File: config.mk
export PLATFORM = sky130hd
export DESIGN_NAME = slot_departure_watchdog_flat
export DESIGN_NICKNAME = d
export VERILOG_FILES = /design/src/design/sdw_pkg.sv /design/src/design/sdw_in_if.sv /design/src/design/sdw_out_if.sv /design/src/design/sdw_ram.sv /design/src/design/sdw_sq_unit.sv /design/src/design/slot_departure_watchdog.sv /design/src/flat_wrapper.sv
export SDC_FILE = /design/constraint.sdc
export NUM_CORES = 2
export LEC_CHECK = 0
export BUFFER_PORTS_ARGS = -buffer_cell sky130_fd_sc_hd__buf_2
export CAP_MARGIN = 20
export CORE_ASPECT_RATIO = 0.7
export CORE_MARGIN = 1
export CORE_UTILIZATION = 40
export CTS_CLUSTER_DIAMETER = 150
export DETAILED_ROUTE_END_ITERATION = 16
export PLACE_DENSITY = 0.51
export SLEW_MARGIN = 0
export SYNTH_ARGS = -nofsm -noshare
export SYNTH_HDL_FRONTEND = slang
export SYNTH_SLANG_ARGS = --single-unit
File: constraint.sdc
create_clock -name clk_i -period 9.5 [get_ports clk_i]
set_input_delay 1.425 -clock clk_i [delete_from_list [all_inputs] [get_ports clk_i]]
set_output_delay 1.425 -clock clk_i [all_outputs]
set_load 0.05 [all_outputs]
File: src/design/sdw_pkg.sv
// ----------------------------------------------------------------------------
// sdw_pkg: shared types and constants of the slot departure watchdog
// Per-slot record layout, register indexes, action and status codes.
// ----------------------------------------------------------------------------
package sdw_pkg;

  // Field widths
  localparam int unsigned POS_W   = 24;
  localparam int unsigned THR_W   = 23;
  localparam int unsigned CNT_W   = 8;
  localparam int unsigned CFG_W   = 8;
  localparam int unsigned CFG_IDX_W = 1;
  localparam int unsigned SLOT_IN_W = 8;
  localparam int unsigned STAT_W  = 2;
  // magnitude of a position difference and its square
  localparam int unsigned MAG_W   = POS_W + 1;
  localparam int unsigned SQ_W    = 2 * MAG_W;

  // Configuration register indexes
  localparam logic [CFG_IDX_W-1:0] REG_MIN_CHECKS  = 1'd0;
  localparam logic [CFG_IDX_W-1:0] REG_MAX_RETRIES = 1'd1;

  localparam logic [CFG_W-1:0] MIN_CHECKS_RST  = 8'd3;
  localparam logic [CFG_W-1:0] MAX_RETRIES_RST = 8'd2;

  // Request actions
  localparam logic ACT_CHECK = 1'b0;
  localparam logic ACT_RESET = 1'b1;

  // Result status codes
  localparam logic [STAT_W-1:0] STAT_NONE     = 2'd0;
  localparam logic [STAT_W-1:0] STAT_DEPARTED = 2'd1;
  localparam logic [STAT_W-1:0] STAT_RETRY    = 2'd2;
  localparam logic [STAT_W-1:0] STAT_ESCALATE = 2'd3;

  // Per-slot record kept in the slot RAM
  typedef struct packed {
    logic                    active;
    logic                    departed;
    logic [CNT_W-1:0]        ticks;
    logic [CNT_W-1:0]        retries;
    logic signed [POS_W-1:0] base_x;
    logic signed [POS_W-1:0] base_y;
  } slot_rec_t;

  // Control of the shared squaring unit
  typedef struct packed {
    logic op_ld;    // load a new operand
    logic acc_ld;   // acc <= product
    logic acc_add;  // acc <= acc + product
  } sq_ctrl_t;

endpackage

File: src/design/sdw_in_if.sv
// ----------------------------------------------------------------------------
// sdw_in_if: request channel of the slot departure watchdog
// Valid/ready handshake carrying one check or reset request.
// ----------------------------------------------------------------------------
interface sdw_in_if;
  logic                                   valid;
  logic                                   ready;
  logic                                   action;
  logic [sdw_pkg::SLOT_IN_W-1:0]          slot;
  logic                                   object_present;
  logic signed [sdw_pkg::POS_W-1:0]       pos_x;
  logic signed [sdw_pkg::POS_W-1:0]       pos_y;
  logic [sdw_pkg::THR_W-1:0]              threshold;

  modport source (output valid, action, slot, object_present, pos_x, pos_y, threshold,
                  input ready);
  modport sink   (input valid, action, slot, object_present, pos_x, pos_y, threshold,
                  output ready);
endinterface

File: src/design/sdw_out_if.sv
// ----------------------------------------------------------------------------
// sdw_out_if: result channel of the slot departure watchdog
// Valid/ready handshake carrying status and the slot's retry count.
// ----------------------------------------------------------------------------
interface sdw_out_if;
  logic                          valid;
  logic                          ready;
  logic [sdw_pkg::STAT_W-1:0]    status;
  logic [sdw_pkg::CNT_W-1:0]     retry_count;

  modport source (output valid, status, retry_count, input ready);
  modport sink   (input valid, status, retry_count, output ready);
endinterface

File: src/design/sdw_ram.sv
// ----------------------------------------------------------------------------
// sdw_ram: generic single-write, single-read RAM
// One write port, one read port with registered read data.
// ----------------------------------------------------------------------------
module sdw_ram #(
  parameter int unsigned WIDTH = 8,
  parameter int unsigned DEPTH = 8
) (
  input  logic                                  clk_i,
  input  logic                                  we_i,
  input  logic [(DEPTH > 1 ? $clog2(DEPTH) : 1)-1:0] waddr_i,
  input  logic [WIDTH-1:0]                      wdata_i,
  input  logic [(DEPTH > 1 ? $clog2(DEPTH) : 1)-1:0] raddr_i,
  output logic [WIDTH-1:0]                      rdata_o
);

  logic [WIDTH-1:0] mem_q [DEPTH];
  logic [WIDTH-1:0] rdata_q;

  always_ff @(posedge clk_i) begin
    if (we_i) begin
      mem_q[waddr_i] <= wdata_i;
    end
    rdata_q <= mem_q[raddr_i];
  end

  assign rdata_o = rdata_q;

endmodule

File: src/design/sdw_sq_unit.sv
// ----------------------------------------------------------------------------
// sdw_sq_unit: shared squaring unit with accumulator
// Squares one operand per cycle into a product register and sums products.
// ----------------------------------------------------------------------------
module sdw_sq_unit (
  input  logic                       clk_i,
  input  sdw_pkg::sq_ctrl_t          ctrl_i,
  input  logic [sdw_pkg::MAG_W-1:0]  op_i,
  output logic [sdw_pkg::SQ_W-1:0]   prod_o,
  output logic [sdw_pkg::SQ_W-1:0]   acc_o
);

  logic [sdw_pkg::MAG_W-1:0] op_q;
  logic [sdw_pkg::SQ_W-1:0]  prod_q;
  logic [sdw_pkg::SQ_W-1:0]  acc_q;

  // operand -> square, one multiply per cycle
  always_ff @(posedge clk_i) begin
    if (ctrl_i.op_ld) begin
      op_q <= op_i;
    end
    prod_q <= sdw_pkg::SQ_W'(op_q) * sdw_pkg::SQ_W'(op_q);
  end

  // accumulate squares; sum of two squares stays below 2^49
  always_ff @(posedge clk_i) begin
    if (ctrl_i.acc_ld) begin
      acc_q <= prod_q;
    end else if (ctrl_i.acc_add) begin
      acc_q <= acc_q + prod_q;
    end
  end

  assign prod_o = prod_q;
  assign acc_o  = acc_q;

endmodule

File: src/design/slot_departure_watchdog.sv
// ----------------------------------------------------------------------------
// slot_departure_watchdog: per-slot departure check with retries
// Tracks a baseline per slot and flags when squared distance reaches the
// squared threshold, with retry and escalation handling.
// ----------------------------------------------------------------------------
//  channel   | dir | handshake        | payload
//  ----------+-----+------------------+---------------------------------------
//  req_i     | in  | valid / ready    | action, slot, object_present, pos, thr
//  rsp_o     | out | valid / ready    | status, retry_count
//  cfg       | in  | cfg_we_i         | cfg_idx_i, cfg_data_i
//
//  An in-range request goes from accept to result valid through one RAM read,
//  three passes through the shared squarer (dx^2, dy^2, thr^2) and a
//  compare/update state. Out-of-range slots return in the cycle after accept.
//  One request at a time: req_i.ready is low until the result is taken.
//  Reset clears all slot valid bits at once; no clearing pass is needed.
// ----------------------------------------------------------------------------
module slot_departure_watchdog #(
  parameter int unsigned NUM_SLOTS = 8
) (
  input  logic                          clk_i,
  input  logic                          rst_ni,
  sdw_in_if.sink                        req_i,
  sdw_out_if.source                     rsp_o,
  input  logic                          cfg_we_i,
  input  logic [sdw_pkg::CFG_IDX_W-1:0] cfg_idx_i,
  input  logic [sdw_pkg::CFG_W-1:0]     cfg_data_i
);

  localparam int unsigned SLOT_W = (NUM_SLOTS > 1) ? $clog2(NUM_SLOTS) : 1;
  localparam int unsigned REC_W  = $bits(sdw_pkg::slot_rec_t);

  // Sequencer states
  localparam logic [2:0] ST_IDLE = 3'd0;
  localparam logic [2:0] ST_RD   = 3'd1;
  localparam logic [2:0] ST_LD   = 3'd2;
  localparam logic [2:0] ST_SX   = 3'd3;
  localparam logic [2:0] ST_SY   = 3'd4;
  localparam logic [2:0] ST_ST   = 3'd5;
  localparam logic [2:0] ST_CMP  = 3'd6;
  localparam logic [2:0] ST_OUT  = 3'd7;

  logic [2:0] state_q, state_d;

  // Latched request
  logic                                 action_q;
  logic [SLOT_W-1:0]                    slot_q;
  logic                                 present_q;
  logic signed [sdw_pkg::POS_W-1:0]     pos_x_q;
  logic signed [sdw_pkg::POS_W-1:0]     pos_y_q;
  logic [sdw_pkg::THR_W-1:0]            thr_q;

  // Configuration
  logic [sdw_pkg::CFG_W-1:0] min_checks_q;
  logic [sdw_pkg::CFG_W-1:0] max_retries_q;

  // Slot storage
  logic [NUM_SLOTS-1:0]  vld_q;
  logic [REC_W-1:0]      ram_rdata;
  sdw_pkg::slot_rec_t    ram_rec;
  sdw_pkg::slot_rec_t    rec_q;
  sdw_pkg::slot_rec_t    rec_new;

  // Result register
  logic [sdw_pkg::STAT_W-1:0] status_q, status_d;
  logic [sdw_pkg::CNT_W-1:0]  rc_q, rc_d;

  // Squaring unit
  sdw_pkg::sq_ctrl_t         sq_ctrl;
  logic [sdw_pkg::MAG_W-1:0] sq_op;
  logic [sdw_pkg::SQ_W-1:0]  sq_prod;
  logic [sdw_pkg::SQ_W-1:0]  sq_acc;

  logic in_range;
  logic req_fire;
  logic rsp_fire;

  logic signed [sdw_pkg::MAG_W-1:0] diff;
  logic [sdw_pkg::CNT_W-1:0]        ticks_inc;

  assign req_i.ready = (state_q == ST_IDLE);
  assign req_fire    = req_i.valid && req_i.ready;
  assign rsp_o.valid = (state_q == ST_OUT);
  assign rsp_fire    = rsp_o.valid && rsp_o.ready;
  assign rsp_o.status      = status_q;
  assign rsp_o.retry_count = rc_q;

  assign in_range = ({1'b0, req_i.slot} < 9'(NUM_SLOTS));

  // Configuration writes
  always_ff @(posedge clk_i or negedge rst_ni) begin
    if (!rst_ni) begin
      min_checks_q  <= sdw_pkg::MIN_CHECKS_RST;
      max_retries_q <= sdw_pkg::MAX_RETRIES_RST;
    end else if (cfg_we_i) begin
      case (cfg_idx_i)
        sdw_pkg::REG_MIN_CHECKS:  min_checks_q  <= cfg_data_i;
        sdw_pkg::REG_MAX_RETRIES: max_retries_q <= cfg_data_i;
        default: ;
      endcase
    end
  end

  // Request capture
  always_ff @(posedge clk_i) begin
    if (req_fire) begin
      action_q  <= req_i.action;
      slot_q    <= req_i.slot[SLOT_W-1:0];
      present_q <= req_i.object_present;
      pos_x_q   <= req_i.pos_x;
      pos_y_q   <= req_i.pos_y;
      thr_q     <= req_i.threshold;
    end
  end

  // Slot RAM; a slot never written reads as all zero
  sdw_ram #(
    .WIDTH (REC_W),
    .DEPTH (NUM_SLOTS)
  ) u_ram (
    .clk_i   (clk_i),
    .we_i    (state_q == ST_CMP),
    .waddr_i (slot_q),
    .wdata_i (rec_new),
    .raddr_i (slot_q),
    .rdata_o (ram_rdata)
  );

  assign ram_rec = vld_q[slot_q] ? sdw_pkg::slot_rec_t'(ram_rdata) : '0;

  always_ff @(posedge clk_i or negedge rst_ni) begin
    if (!rst_ni) begin
      vld_q <= '0;
    end else if (state_q == ST_CMP) begin
      vld_q[slot_q] <= 1'b1;
    end
  end

  always_ff @(posedge clk_i) begin
    if (state_q == ST_LD) begin
      rec_q <= ram_rec;
    end
  end

  // Operand select for the squarer: |dx|, |dy|, threshold
  always_comb begin
    diff = '0;
    sq_op = '0;
    case (state_q)
      ST_LD: begin
        diff  = {pos_x_q[sdw_pkg::POS_W-1], pos_x_q}
              - {ram_rec.base_x[sdw_pkg::POS_W-1], ram_rec.base_x};
        sq_op = diff[sdw_pkg::MAG_W-1] ? sdw_pkg::MAG_W'(-diff) : sdw_pkg::MAG_W'(diff);
      end
      ST_SX: begin
        diff  = {pos_y_q[sdw_pkg::POS_W-1], pos_y_q}
              - {rec_q.base_y[sdw_pkg::POS_W-1], rec_q.base_y};
        sq_op = diff[sdw_pkg::MAG_W-1] ? sdw_pkg::MAG_W'(-diff) : sdw_pkg::MAG_W'(diff);
      end
      ST_SY: begin
        sq_op = sdw_pkg::MAG_W'(thr_q);
      end
      default: ;
    endcase
  end

  always_comb begin
    sq_ctrl.op_ld   = (state_q == ST_LD) || (state_q == ST_SX) || (state_q == ST_SY);
    sq_ctrl.acc_ld  = (state_q == ST_SY);
    sq_ctrl.acc_add = (state_q == ST_ST);
  end

  sdw_sq_unit u_sq (
    .clk_i  (clk_i),
    .ctrl_i (sq_ctrl),
    .op_i   (sq_op),
    .prod_o (sq_prod),
    .acc_o  (sq_acc)
  );

  // Slot update and result; acc = dx^2 + dy^2, prod = thr^2 in ST_CMP
  assign ticks_inc = (rec_q.ticks == '1) ? rec_q.ticks : rec_q.ticks + 1'b1;

  always_comb begin
    rec_new  = rec_q;
    status_d = sdw_pkg::STAT_NONE;
    rc_d     = rec_q.retries;
    if (action_q == sdw_pkg::ACT_RESET) begin
      rec_new.active   = present_q;
      rec_new.departed = 1'b0;
      rec_new.ticks    = '0;
      rec_new.retries  = '0;
      rec_new.base_x   = present_q ? pos_x_q : '0;
      rec_new.base_y   = present_q ? pos_y_q : '0;
      rc_d             = '0;
    end else if (present_q && rec_q.active) begin
      if (rec_q.departed) begin
        status_d = sdw_pkg::STAT_DEPARTED;
      end else begin
        rec_new.ticks = ticks_inc;
        if (ticks_inc >= min_checks_q) begin
          if (sq_acc >= sq_prod) begin
            rec_new.departed = 1'b1;
            status_d         = sdw_pkg::STAT_DEPARTED;
          end else if (rec_q.retries < max_retries_q) begin
            rec_new.retries = rec_q.retries + 1'b1;
            rec_new.base_x  = pos_x_q;
            rec_new.base_y  = pos_y_q;
            rec_new.ticks   = '0;
            status_d        = sdw_pkg::STAT_RETRY;
          end else begin
            status_d = sdw_pkg::STAT_ESCALATE;
          end
        end
      end
      rc_d = rec_new.retries;
    end
  end

  // Result register
  always_ff @(posedge clk_i) begin
    if (req_fire) begin
      status_q <= sdw_pkg::STAT_NONE;
      rc_q     <= '0;
    end else if (state_q == ST_CMP) begin
      status_q <= status_d;
      rc_q     <= rc_d;
    end
  end

  // Sequencer
  always_comb begin
    state_d = state_q;
    case (state_q)
      ST_IDLE: if (req_fire) state_d = in_range ? ST_RD : ST_OUT;
      ST_RD:   state_d = ST_LD;
      ST_LD:   state_d = ST_SX;
      ST_SX:   state_d = ST_SY;
      ST_SY:   state_d = ST_ST;
      ST_ST:   state_d = ST_CMP;
      ST_CMP:  state_d = ST_OUT;
      ST_OUT:  if (rsp_fire) state_d = ST_IDLE;
      default: state_d = ST_IDLE;
    endcase
  end

  always_ff @(posedge clk_i or negedge rst_ni) begin
    if (!rst_ni) begin
      state_q <= ST_IDLE;
    end else begin
      state_q <= state_d;
    end
  end

endmodule
File: src/flat_wrapper.sv
// flat-port wrapper written by rule: the top's interface ports become plain ports
module slot_departure_watchdog_flat 
#(
  parameter int unsigned NUM_SLOTS = 8
)
  (clk_i, rst_ni, cfg_we_i, cfg_idx_i, cfg_data_i, req_i_valid, req_i_action, req_i_slot, req_i_object_present, req_i_pos_x, req_i_pos_y, req_i_threshold, req_i_ready, rsp_o_valid, rsp_o_status, rsp_o_retry_count, rsp_o_ready);
  sdw_in_if req_i_i ();
  sdw_out_if rsp_o_i ();
  input  logic clk_i;
  input  logic rst_ni;
  input  logic cfg_we_i;
  input  logic [sdw_pkg::CFG_IDX_W-1:0] cfg_idx_i;
  input  logic [sdw_pkg::CFG_W-1:0] cfg_data_i;
  input wire logic [$bits(req_i_i.valid)-1:0] req_i_valid;
  input wire logic [$bits(req_i_i.action)-1:0] req_i_action;
  input wire logic [$bits(req_i_i.slot)-1:0] req_i_slot;
  input wire logic [$bits(req_i_i.object_present)-1:0] req_i_object_present;
  input wire logic [$bits(req_i_i.pos_x)-1:0] req_i_pos_x;
  input wire logic [$bits(req_i_i.pos_y)-1:0] req_i_pos_y;
  input wire logic [$bits(req_i_i.threshold)-1:0] req_i_threshold;
  output wire logic [$bits(req_i_i.ready)-1:0] req_i_ready;
  output wire logic [$bits(rsp_o_i.valid)-1:0] rsp_o_valid;
  output wire logic [$bits(rsp_o_i.status)-1:0] rsp_o_status;
  output wire logic [$bits(rsp_o_i.retry_count)-1:0] rsp_o_retry_count;
  input wire logic [$bits(rsp_o_i.ready)-1:0] rsp_o_ready;
  assign req_i_i.valid = req_i_valid;
  assign req_i_i.action = req_i_action;
  assign req_i_i.slot = req_i_slot;
  assign req_i_i.object_present = req_i_object_present;
  assign req_i_i.pos_x = req_i_pos_x;
  assign req_i_i.pos_y = req_i_pos_y;
  assign req_i_i.threshold = req_i_threshold;
  assign req_i_ready = req_i_i.ready;
  assign rsp_o_valid = rsp_o_i.valid;
  assign rsp_o_status = rsp_o_i.status;
  assign rsp_o_retry_count = rsp_o_i.retry_count;
  assign rsp_o_i.ready = rsp_o_ready;
  slot_departure_watchdog #(.NUM_SLOTS(NUM_SLOTS)) u_core (.clk_i(clk_i), .rst_ni(rst_ni), .req_i(req_i_i), .rsp_o(rsp_o_i), .cfg_we_i(cfg_we_i), .cfg_idx_i(cfg_idx_i), .cfg_data_i(cfg_data_i));
endmodule
==> impl_results.md <==
- Final setup vio count: 0
- Die H: around 320 um
- Worst Setup Path Type: reg -> reg
- DR pass1 iterations: 6
- Initial antenna violation count: 7
- CP arrival: 9.00 ns
- CP startpoint kind: register
- Fin. max-slew vios: 0
- Syn_nets: approximately 6,000
- Gr ovfl total: 0
- Sequential cell area: between 20,000 and 30,000 um^2
- Ys async rst share: roughly 3%
- Clock Latency Late Sink: about 0.75 ns
- Main flop type after synthesis: edfxtp_1
- Postcts setup bufs: 0
- DRC errors left: 0
- Sink Count: 897
- Least-Margin Pin Slew: between 1 and 1.5 ns
- Max incr delay on CP: ~0.9 ns
- Placed insts: around 7,000
- Post-layout nets: roughly 6,000
- Post-synth EDFFs: 745
- Post-Synthesis Cells: about 5,100
- Final critical-path required period: 8.38 ns
- Slowest cell on the critical path: edfxtp_1
- Slew headroom: a little over a quarter
- Gr usage total: between 20 and 25%
- Filler instances: 13,200
- Fin crit share: about nine tenths
- Via Count: about 38,000
- Largest net degree at the start of global routing: 90
- TritonCTS clock tree: built
- Cell accounting for the most synthesized area: edfxtp_1
- Maxcap violations: 0
- Top cell by count, worst path: fa_1
- Fin. Hold Viols: 0
- Die area: roughly 150,000 um^2
- Area delta synth->final: 10.0%
- Synth Warn #: 0
- FMAX: about 0.12 GHz
- Starting Density: roughly two fifths
- Std cell rows: ~120
- Area contributors post-synth: edfxtp_1, fa_1, ha_1, inv_1, dfxtp_1
- Outcome: completed
- CTS H-tree depth: 3
- Placer Congestion: around 0.9
- Total wire length: between 150 and 200 mm
- Crit end category: register
- RSZ-0062 raised after global routing: false
- Post-route insts no fill: 7,079
- Final TNS setup: 0 ns
- Maximum fanout along the worst path: 21
- Sequential fraction of the synthesis area: 44.5%
- Number of buffers created by CTS: between 90 and 100
- Top Ports: around 110
- Synth Cell Area: 57,500 um^2
- Register clock-pin slew on the reported worst setup and hold paths: approximately 0.07 ns
- Per-cell routed wire length: roughly 24 um
- Post-Syn Area per Cell: approximately 11 um^2
- Die Wd: 455 um
- CTS Hold Bufs: 0
- Via density: 5.33
- First-pass GRT wire length: roughly 250 mm
- Clk_skew: a little over 0.06 ns
- Critical path data required time: ~10 ns
- Synth cell types: slightly above 90
- Antenna Nets Post-Route: 0
- Post_cts resized: 0
- Multi-input logic area: approximately 28,000 um^2
- Share of cells above drive strength 1: around 7.4%
- FF+latch count, synth: between 800 and 900
- Number of global-route vias before repair: 37,600
- Initial DRC count: 3,648
- Core area: ~140,000 um^2
- Root Driver: clkbuf_16
- Worst min path class: reg -> reg
- Port Buffers: between 100 and 150
- Top cell type's share of synthesized area: 38.9%
- Finished Core Util: between 40% and 50%
- Post-DP HPWL: between 100 and 150 mm
- CTS max path bufs: 3
worst paths after layout:
check	startpoint	end	slack [ns]	depth (start not counted)
max reg2reg	u_core.u_sq.op_q[9]$_DFFE_PP_	u_core.u_sq.prod_o[47]$_DFF_P_	1.12	25
min	u_core.rsp_o.retry_count[7]$_SDFFE_PP0P_	u_core.rsp_o.retry_count[7]$_SDFFE_PP0P_	0.45	2
max in group asynchronous	rst_ni	u_core.vld_q[3]$_DFFE_PN0P_	8.28	1
min in group asynchronous	rst_ni	u_core.min_checks_q[2]$_DFFE_PN0P_	0.71	1
min reg2reg	u_core.rsp_o.retry_count[7]$_SDFFE_PP0P_	u_core.rsp_o.retry_count[7]$_SDFFE_PP0P_	0.45	2
max	u_core.u_sq.op_q[9]$_DFFE_PP_	u_core.u_sq.prod_o[47]$_DFF_P_	1.12	25
worst max-delay path, delay by kind of cell (launching register included):
kind / cells / cell delay, ns
AOI/OAI and AO/OA: 6 / 2.04
buffers and inverters: 5 / 0.60
and+or+nand+nor: 5 / 1.02
muxes: 1 / 0.19
adders and majority gates: 8 / 3.55
DFF: 1 / 0.88
cells by family (layout without fill, tap and decap cells):
group / Yosys count / in the layout / synth area share (%)
XOR/XNOR: 184 / 184 / 2.80
adder cells (fa/ha/maj): 826 / 826 / 24.1
buffers and inverters: 1041 / 1186 / 6.82
other: 0 / 2 / 0
flip-flops: 897 / 897 / 44.5
AO/OA/AOI/OAI: 964 / 964 / 11.2
AND/OR/NAND/NOR: 1086 / 1086 / 9.47
multiplexers: 62 / 62 / 1.11
placed cells by master (no fill, tap or decap), types with 9 or more instances in the layout:
master,count
a211oi_1,22
a21o_1,57
a21oi_1,181
a22oi_1,287
a31oi_1,21
and2_1,180
and3_1,20
and3_4,9
buf_2,106
buf_4,58
clkbuf_1,21
clkbuf_16,92
clkinv_1,16
clkinv_2,12
dfrtp_1,24
dfxtp_1,125
edfxtp_1,745
fa_1,469
ha_1,357
inv_1,846
mux2_2,12
mux2i_1,50
nand2_1,372
nand2b_1,32
nand3_1,37
nand4_1,96
nor2_1,175
nor2b_1,28
nor3_1,46
o211ai_1,11
o21a_1,25
o21ai_0,204
o21bai_1,19
o22ai_1,9
o31ai_1,19
or2_2,24
or3_1,15
xnor2_1,110
xor2_1,74
per-layer routing:
layer	GRT usage, %	part of all wire, %	up-vias
met5	0	0.0078	-
met4	4.05	1.5	2
met3	6.96	9.4	133
met2	30.4	39	1222
met1	37.0	51	18900
li1	-	-	17500
stage by stage:
stage | setup slack, ns | hold WS [ns] | instance area, um^2
after global routing | 0.760 | 0.454 | 63200
after detailed placement | 1.14 | 0.437 | 60100
final | 1.12 | 0.446 | 63200
after CTS | 1.12 | 0.448 | 63100
after floorplan | 2.18 | 0.440 | 57500
after global placement | 1.24 | 0.438 | 60100
final cells by class:
cell class / count / share of cell area, %
clock buffers: 121 / 3.94
clock inverters: 51 / 0.827
multi-input cells: 3122 / 44.4
well taps: 1872 / 3.71
repair buffers: 167 / 1.62
diodes: 2 / 0.00792
flip-flops and latches: 897 / 40.4
inverters: 847 / 5.03
state kept, by name (all words and copies together), names as in the netlist:
signal,cells
u_core.u_ram.mem_q,528
u_core.rec_q,66
u_core.u_ram.rdata_o,66
u_core.u_sq.acc_o,50
u_core.u_sq.prod_o,49
u_core.u_sq.op_q,25
u_core.pos_x_q,24
u_core.pos_y_q,24
u_core.thr_q,23
u_core.max_retries_q,8
u_core.min_checks_q,8
u_core.rsp_o.retry_count,8
u_core.vld_q,8
u_core.slot_q,3
u_core.state_q,3
u_core.rsp_o.status,2
u_core.action_q,1
u_core.present_q,1
Yosys cell counts, types with 28 or more instances:
library cell,number
xnor2_1,110
a21o_1,57
nor3_1,48
nand4_1,96
a21oi_1,181
xor2_1,74
nor2_1,176
dfxtp_1,125
mux2i_1,50
clkbuf_1,170
nand3_1,38
fa_1,469
a22oi_1,287
nand2b_1,32
and3_1,29
edfxtp_1,745
ha_1,357
inv_1,847
o21ai_0,205
nand2_1,372
and2_1,183
nor2b_1,28
Power is not shown: default switching activity piles up to over one toggle a cycle in this logic, so the estimate is an artifact.
